`src/design/jgpa_pkg.sv`:
```
// Package for jis_glyph_pixel_address: field widths, code constants,
// packed-layout range table, register indexes and shared types. No dependencies.
package jgpa_pkg;

    localparam int CODE_W    = 16;
    localparam int PIX_W     = 6;
    localparam int GLYPH_W   = 13;
    localparam int ADDR_W    = 22;
    localparam int BIT_W     = 3;
    localparam int CFG_IDX_W = 3;
    localparam int CFG_DATA_W = 13;
    localparam int IN_DATA_W  = 32;
    localparam int OUT_DATA_W = 40;

    localparam int MAX_GLYPHS_DEF      = 8192;
    localparam int MAX_GLYPH_BYTES_DEF = 512;

    localparam logic [7:0] CODE_MIN      = 8'h21;
    localparam logic [7:0] CELL_MAX      = 8'h7e;
    localparam logic [7:0] ROW_MAX       = 8'h74;
    localparam logic [7:0] LAST_ROW_CELL = 8'h24;
    localparam logic [GLYPH_W-1:0] ROW_CELLS        = 13'd94;
    localparam logic [GLYPH_W-1:0] SUBSTITUTE_GLYPH = 13'd96;

    localparam int NUM_RANGES = 12;

    typedef struct packed {
        logic [GLYPH_W-1:0] lo;
        logic [GLYPH_W-1:0] hi;
        logic [GLYPH_W-1:0] off;
    } glyph_range_t;

    localparam glyph_range_t PACKED_RANGES [NUM_RANGES] = '{
        '{13'd0,    13'd107,  13'd0},
        '{13'd203,  13'd212,  13'd56},
        '{13'd220,  13'd245,  13'd63},
        '{13'd252,  13'd277,  13'd69},
        '{13'd282,  13'd364,  13'd73},
        '{13'd376,  13'd461,  13'd84},
        '{13'd470,  13'd493,  13'd92},
        '{13'd502,  13'd525,  13'd100},
        '{13'd564,  13'd596,  13'd138},
        '{13'd612,  13'd644,  13'd153},
        '{13'd1410, 13'd4374, 13'd886},
        '{13'd4418, 13'd7805, 13'd928}
    };

    typedef enum logic [CFG_IDX_W-1:0] {
        CFG_GAPPED      = 3'd0,
        CFG_GLYPH_COUNT = 3'd1,
        CFG_GLYPH_BYTES = 3'd2,
        CFG_ROW_BYTES   = 3'd3,
        CFG_WIDTH       = 3'd4,
        CFG_HEIGHT      = 3'd5
    } cfg_reg_e;

    localparam logic [12:0] RST_GLYPH_COUNT = 13'd6878;
    localparam logic [9:0]  RST_GLYPH_BYTES = 10'd32;
    localparam logic [3:0]  RST_ROW_BYTES   = 4'd2;
    localparam logic [6:0]  RST_WIDTH       = 7'd16;
    localparam logic [6:0]  RST_HEIGHT      = 7'd16;

    typedef struct packed {
        logic [GLYPH_W-1:0] glyph;
        logic               subst;
        logic               in_store;
    } map_result_t;

endpackage

```
`src/design/jis_glyph_pixel_address.sv`:
```
// Character-generator pixel address unit: top level with config registers,
// an input register and a result register. Depends on jgpa_pkg and jgpa_mapper.
//
//  channel | direction | handshake        | payload
//  s_      | in        | s_tvalid/tready  | char_code, pixel_column, pixel_row
//  m_      | out       | m_tvalid/tready  | glyph, subst, address, bit, fault
//  cfg_    | in        | cfg_we           | cfg_addr selects, cfg_wdata
//
// One item per cycle sustained while m_tready is high; an accepted item passes the input
// register, then mapper, multiply and adds, then the result register.
// Each register advances when the one after it is empty or moving.
// A low m_tready holds the result; the input register then fills and s_tready drops.
// aresetn is synchronous; clears valids and loads register reset values.
module jis_glyph_pixel_address #(
    parameter int MAX_GLYPHS      = jgpa_pkg::MAX_GLYPHS_DEF,
    parameter int MAX_GLYPH_BYTES = jgpa_pkg::MAX_GLYPH_BYTES_DEF
) (
    input  logic                               aclk,
    input  logic                               aresetn,
    input  logic                               s_tvalid,
    output logic                               s_tready,
    // [15:0] char_code, [21:16] pixel_column, [27:22] pixel_row, [31:28] zero
    input  logic [jgpa_pkg::IN_DATA_W-1:0]     s_tdata,
    output logic                               m_tvalid,
    input  logic                               m_tready,
    // [12:0] glyph_number, [13] substituted, [35:14] byte_address,
    // [38:36] bit_position, [39] pixel_fault
    output logic [jgpa_pkg::OUT_DATA_W-1:0]    m_tdata,
    input  logic                               cfg_we,
    input  logic [jgpa_pkg::CFG_IDX_W-1:0]     cfg_addr,
    input  logic [jgpa_pkg::CFG_DATA_W-1:0]    cfg_wdata
);

    localparam int CW = $clog2(MAX_GLYPHS + 1);
    localparam int BW = $clog2(MAX_GLYPH_BYTES + 1);
    localparam int PW = jgpa_pkg::GLYPH_W + BW;

    // config registers
    logic        gapped_reg;
    logic [12:0] glyph_count_reg;
    logic [9:0]  glyph_bytes_reg;
    logic [3:0]  row_bytes_reg;
    logic [6:0]  width_reg;
    logic [6:0]  height_reg;

    always_ff @(posedge aclk) begin
        if (!aresetn) begin
            gapped_reg      <= 1'b0;
            glyph_count_reg <= jgpa_pkg::RST_GLYPH_COUNT;
            glyph_bytes_reg <= jgpa_pkg::RST_GLYPH_BYTES;
            row_bytes_reg   <= jgpa_pkg::RST_ROW_BYTES;
            width_reg       <= jgpa_pkg::RST_WIDTH;
            height_reg      <= jgpa_pkg::RST_HEIGHT;
        end else if (cfg_we) begin
            case (cfg_addr)
                jgpa_pkg::CFG_GAPPED:      gapped_reg      <= cfg_wdata[0];
                jgpa_pkg::CFG_GLYPH_COUNT: glyph_count_reg <= cfg_wdata[12:0];
                jgpa_pkg::CFG_GLYPH_BYTES: glyph_bytes_reg <= cfg_wdata[9:0];
                jgpa_pkg::CFG_ROW_BYTES:   row_bytes_reg   <= cfg_wdata[3:0];
                jgpa_pkg::CFG_WIDTH:       width_reg       <= cfg_wdata[6:0];
                jgpa_pkg::CFG_HEIGHT:      height_reg      <= cfg_wdata[6:0];
                default: ;
            endcase
        end
    end

    logic [CW-1:0] count_sat;
    logic [BW-1:0] gbytes_sat;

    assign count_sat  = (CW'(glyph_count_reg) > CW'(MAX_GLYPHS)) ?
                        CW'(MAX_GLYPHS) : CW'(glyph_count_reg);
    assign gbytes_sat = (glyph_bytes_reg > 10'(MAX_GLYPH_BYTES)) ?
                        BW'(MAX_GLYPH_BYTES) : BW'(glyph_bytes_reg);

    // flow control
    logic s1_valid_reg, s1_valid_next;
    logic out_valid_reg, out_valid_next;
    logic out_ready, s1_ready;

    assign out_ready = !out_valid_reg || m_tready;
    assign s1_ready  = !s1_valid_reg || out_ready;
    assign s_tready  = s1_ready;

    always_comb begin
        s1_valid_next  = s1_ready  ? s_tvalid     : s1_valid_reg;
        out_valid_next = out_ready ? s1_valid_reg : out_valid_reg;
    end

    always_ff @(posedge aclk) begin
        if (!aresetn) begin
            s1_valid_reg  <= 1'b0;
            out_valid_reg <= 1'b0;
        end else begin
            s1_valid_reg  <= s1_valid_next;
            out_valid_reg <= out_valid_next;
        end
    end

    // input register
    logic [jgpa_pkg::CODE_W-1:0] s1_code_reg;
    logic [jgpa_pkg::PIX_W-1:0]  s1_col_reg;
    logic [jgpa_pkg::PIX_W-1:0]  s1_row_reg;

    always_ff @(posedge aclk) begin
        if (s1_ready && s_tvalid) begin
            s1_code_reg <= s_tdata[15:0];
            s1_col_reg  <= s_tdata[21:16];
            s1_row_reg  <= s_tdata[27:22];
        end
    end

    jgpa_pkg::map_result_t map_res;

    jgpa_mapper #(
        .MAX_GLYPHS(MAX_GLYPHS)
    ) u_mapper (
        .char_code(s1_code_reg),
        .gapped   (gapped_reg),
        .count    (count_sat),
        .result   (map_res)
    );

    logic                          fault;
    logic [PW-1:0]                 glyph_off;
    logic [9:0]                    row_off;
    logic [jgpa_pkg::ADDR_W-1:0]   addr;
    logic [jgpa_pkg::BIT_W-1:0]    bit_pos;
    logic [jgpa_pkg::OUT_DATA_W-1:0] out_data_next;
    logic [jgpa_pkg::OUT_DATA_W-1:0] out_data_reg;

    assign fault     = (7'(s1_col_reg) >= width_reg) || (7'(s1_row_reg) >= height_reg) ||
                       !map_res.in_store;
    assign glyph_off = PW'(map_res.glyph) * PW'(gbytes_sat);
    assign row_off   = 10'(s1_row_reg) * 10'(row_bytes_reg);
    assign addr      = fault ? '0 :
                       jgpa_pkg::ADDR_W'(glyph_off) + jgpa_pkg::ADDR_W'(row_off) +
                       jgpa_pkg::ADDR_W'(s1_col_reg[5:3]);
    assign bit_pos   = fault ? '0 : 3'd7 - s1_col_reg[2:0];

    assign out_data_next = {fault, bit_pos, addr, map_res.subst, map_res.glyph};

    always_ff @(posedge aclk) begin
        if (out_ready && s1_valid_reg) begin
            out_data_reg <= out_data_next;
        end
    end

    assign m_tvalid = out_valid_reg;
    assign m_tdata  = out_data_reg;

endmodule

```
`src/design/jgpa_mapper.sv`:
```
// Code mapper: validates a JIS row/cell code, linearizes it and, unless gapped, remaps it
// through the packed range table. Depends on jgpa_pkg.
module jgpa_mapper #(
    parameter int MAX_GLYPHS = jgpa_pkg::MAX_GLYPHS_DEF,
    localparam int CW = $clog2(MAX_GLYPHS + 1)
) (
    input  logic [jgpa_pkg::CODE_W-1:0] char_code,
    input  logic                        gapped,
    input  logic [CW-1:0]               count,
    output jgpa_pkg::map_result_t       result
);

    logic [7:0]                   hi;
    logic [7:0]                   lo;
    logic                         code_ok;
    logic [jgpa_pkg::GLYPH_W-1:0] grid;
    logic [jgpa_pkg::GLYPH_W-1:0] packed_glyph;
    logic [jgpa_pkg::NUM_RANGES-1:0] hit;
    logic [jgpa_pkg::GLYPH_W-1:0] cand;
    logic                         cand_ok;
    logic [jgpa_pkg::GLYPH_W-1:0] glyph;

    assign hi = char_code[15:8];
    assign lo = char_code[7:0];

    assign code_ok = (lo >= jgpa_pkg::CODE_MIN) && (lo <= jgpa_pkg::CELL_MAX) &&
                     (hi >= jgpa_pkg::CODE_MIN) && (hi <= jgpa_pkg::ROW_MAX) &&
                     !((hi == jgpa_pkg::ROW_MAX) && (lo > jgpa_pkg::LAST_ROW_CELL));

    assign grid = jgpa_pkg::GLYPH_W'(8'(hi - jgpa_pkg::CODE_MIN)) * jgpa_pkg::ROW_CELLS +
                  jgpa_pkg::GLYPH_W'(8'(lo - jgpa_pkg::CODE_MIN));

    // ranges are disjoint, so at most one hit
    always_comb begin
        packed_glyph = '0;
        for (int i = 0; i < jgpa_pkg::NUM_RANGES; i++) begin
            hit[i] = (grid >= jgpa_pkg::PACKED_RANGES[i].lo) &&
                     (grid <= jgpa_pkg::PACKED_RANGES[i].hi);
            if (hit[i]) begin
                packed_glyph = packed_glyph | (grid - jgpa_pkg::PACKED_RANGES[i].off);
            end
        end
    end

    assign cand    = gapped ? grid : packed_glyph;
    assign cand_ok = code_ok && (gapped || (|hit)) && (CW'(cand) < count);
    assign glyph   = cand_ok ? cand : jgpa_pkg::SUBSTITUTE_GLYPH;

    assign result.glyph    = glyph;
    assign result.subst    = !cand_ok;
    assign result.in_store = CW'(glyph) < count;

endmodule

```
`config.mk`:
```
export PLATFORM = sky130hd
export DESIGN_NAME = jis_glyph_pixel_address
export DESIGN_NICKNAME = d
export VERILOG_FILES = /design/src/design/jgpa_pkg.sv /design/src/design/jis_glyph_pixel_address.sv /design/src/design/jgpa_mapper.sv
export SDC_FILE = /design/constraint.sdc
export NUM_CORES = 1
export LEC_CHECK = 0
export ABC_CLOCK_PERIOD_IN_PS = 37100
export BUFFER_PORTS_ARGS = -buffer_cell sky130_fd_sc_hd__buf_4
export CORE_ASPECT_RATIO = 1.5
export CORE_MARGIN = 8
export CORE_UTILIZATION = 47
export CTS_CLUSTER_DIAMETER = 200
export DETAILED_ROUTE_END_ITERATION = 8
export PLACE_DENSITY = 0.67
export SYNTH_ARGS = -nofsm -noshare
export SYNTH_HDL_FRONTEND = slang
export SYNTH_SLANG_ARGS = --single-unit
```
`constraint.sdc`:
```
create_clock -name aclk -period 37.1 [get_ports aclk]
set_clock_uncertainty 0.2 [all_clocks]
set_input_delay 5.565 -clock aclk [delete_from_list [all_inputs] [get_ports aclk]]
set_output_delay 5.565 -clock aclk [all_outputs]
set_load 0.02 [all_outputs]
```
==> results.txt <==
Final critical-path required period -> 18.38 ns
TritonCTS Buffers -> 9
CP max stage cell -> inv_1
Skew-Pair Late Insertion Delay -> 0.39 ns
Area Overhead vs Synth -> 9.184%
Synth Area in Adders -> 31.36%
R2R Setup Slk -> 18.72 ns
WL final -> 48.88 mm
Most frequent cells in the layout -> 230 x inv_1, 193 x nand2_1, 185 x ha_1, 127 x fa_1, 122 x nor2_1
Peak fanout along the critical path -> 33
Most used DFF post-synth -> edfxtp_1
Max Slew Vio Count -> 0
Via count -> 13600
Pre-antenna DRT Iters -> 5
Critical path class -> reg2reg
Largest stage delay on the critical path -> 0.63 ns
Vias in the first global route -> 14200
Simple-Gate Fraction of Synth Area -> 19.81%
Total track usage -> 25.52%
First DRT Iteration DRCs -> 961
Slew HR -> 22.47%
Reg2reg path depth -> 59
Synth Area in Compound Gates -> 17.08%
CTS Buffer Depth -> 2
Synthesized net count -> 2152
Core area -> 32530 um2
Final setup fails -> 0
Setup ws final -> 18.72 ns
Post-DRT Antenna Nets -> 0
Final HPWL DP -> 39.15 mm
Place WS -> 19.00 ns
Netlist Area Pre-Place -> 15490 um2
Syn. warnings -> 0
Routability cong. -> 0.9912
Io pins -> 95
IO buf count -> 90
Fmax -> 0.05440 GHz
Max-cap viol count -> 0
Global-route wire length before repair -> 77.51 mm
Largest family of logic cells by synthesized area -> adder cells
Die width -> 164.2 um
Post-Synthesis Cells -> 1787
Async set-reset flop share out of synthesis -> 0%
CTS tree -> built
H-tree levels -> 3
Setup crit end kind -> flop
Die area -> 39140 um2
Post-Syn Area per Cell -> 8.668 um2
Root Driver -> clkbuf_16
Count of cell types in the netlist -> 105
Seq/Total Area, Yosys -> 18.87%
Max reg flops -> 40
Hold Path Sink -> glyph_count_reg[8]
Tightest Hold Check Type -> reg2reg
Layout Nets -> 2217
#FFs+latches synth -> 112
Post CTS Setup Buffer Count -> 0
Post-CTS sizing -> 0
Mux cell area share after synthesis -> 1.228%
Die height -> 238.3 um
Largest net degree at the start of global routing -> 45
Layout cells sized above 1 -> 10.07%
Hold-fix buffer count after cts -> 0
Worst EP arrival -> 18.32 ns
Clock sink count -> 112
Worst R2R Start -> s1_code_reg[8]
Drt wl/cell -> 21.52 um
Placement Rows -> 81
Number of synthesized flops with an enable pin -> 68
Final hold vios -> 0
GR Overflow Total -> 0
RSZ-0062 raised after global routing -> no
M2 GR Usage -> 46.10%
Hold path cells -> 2
Number of inserted diodes -> 0
Reg-to-Reg End -> m_tdata[35]
DR vias/cell -> 5.987
Status -> finished clean
Most common cell after layout, fill and taps aside -> inv_1
Number of antenna violations at the first check in global routing -> 0
Worst Path Required -> 37.04 ns
Synth Area in XOR/XNOR -> 3.780%
Crit path launch type -> flop
Hold_sp -> glyph_count_reg[8]
Final Cycle Share -> 49.55%
GR peak layer -> met2
Met1 GRT Util -> 27.04%
Starting Density -> 47.61%
Met3 Use GR -> 3.260%
Worst-Margin Slew -> 1.163 ns
Setup TNS Final -> 0 ns
Fillers -> 3085
Drt drc -> 0
Clk pin slew, worst setup/hold paths -> 0.09 ns
## cell type report
| cell class | count | area, um2 | share of cell area, % |
|---|---|---|---|
| multi-input combinational | 1371 | 11360 | 67.17 |
| sequential | 112 | 2923 | 17.28 |
| inverter | 240 | 903.4 | 5.341 |
| timing repair buffer | 118 | 885.9 | 5.238 |
| tap | 415 | 519.2 | 3.070 |
| clock buffer | 9 | 225.2 | 1.332 |
| clock inverter | 7 | 96.34 | 0.5697 |
## cells by family after synthesis
logic type,Yosys count
and+or+nand+nor,601
AOI/OAI and AO/OA,376
adders and majority gates,312
buffers and inverters,304
DFF,112
xor gates and xnor gates,63
muxes,19
## per-layer routing
metal / up-vias / part of all wire (%)
met1: 6592 / 36
met2: 509 / 52
met5: - / 0
met3: 182 / 5.1
met4: 0 / 7.2
li1: 6319 / -
## worst max-delay path: cells and delay by family, from the launching register on
family / cells / cell delay, ns
flip-flops: 1 / 0.49
adder cells (fa/ha/maj): 15 / 6.57
AO/OA/AOI/OAI: 22 / 6.05
multiplexers: 1 / 0.09
AND/OR/NAND/NOR: 8 / 2.14
buffers and inverters: 12 / 2.26
XOR/XNOR: 1 / 0.29
## metrics by stage
step	hold WS, ns	util, %	instances	instance area, um2
2_1_floorplan	0.2433	-	1787	15490
3_3_place_gp	0.2496	51.00	2256	16590
3_5_place_dp	0.2570	51.00	2256	16590
4_1_cts	0.2703	51.99	2272	16910
5_1_grt	0.2972	51.99	2272	16910
6_report	0.2724	51.99	2272	16910
## cell usage after synthesis, types with 38 or more instances
cell / instances / area share, %
nand2_1: 193 / 4.7
xnor2_1: 39 / 2.2
ha_1: 185 / 15
dfxtp_1: 44 / 5.7
nor2_1: 123 / 3.0
edfxtp_1: 68 / 13
o21ai_0: 53 / 1.7
and2_1: 39 / 1.6
a21oi_1: 79 / 2.6
clkbuf_1: 43 / 1.0
fa_1: 127 / 16
inv_1: 230 / 5.6
nor2b_1: 38 / 1.5
## how the worst max path moves through the flow
stage	from	endpoint	slack, ns
floorplan	s1_code_reg[8]	m_tdata[35]	22.08
global placement	s1_code_reg[8]	m_tdata[35]	19.09
detailed placement	s1_code_reg[8]	m_tdata[35]	19.00
CTS	s1_code_reg[8]	m_tdata[35]	18.89
global route	s1_code_reg[8]	m_tdata[35]	17.83
finish	s1_code_reg[8]	m_tdata[35]	18.72
Power is left out: the tool's default activity adds up to more than one toggle a clock period on the data nets, which glitch-free logic cannot reach.
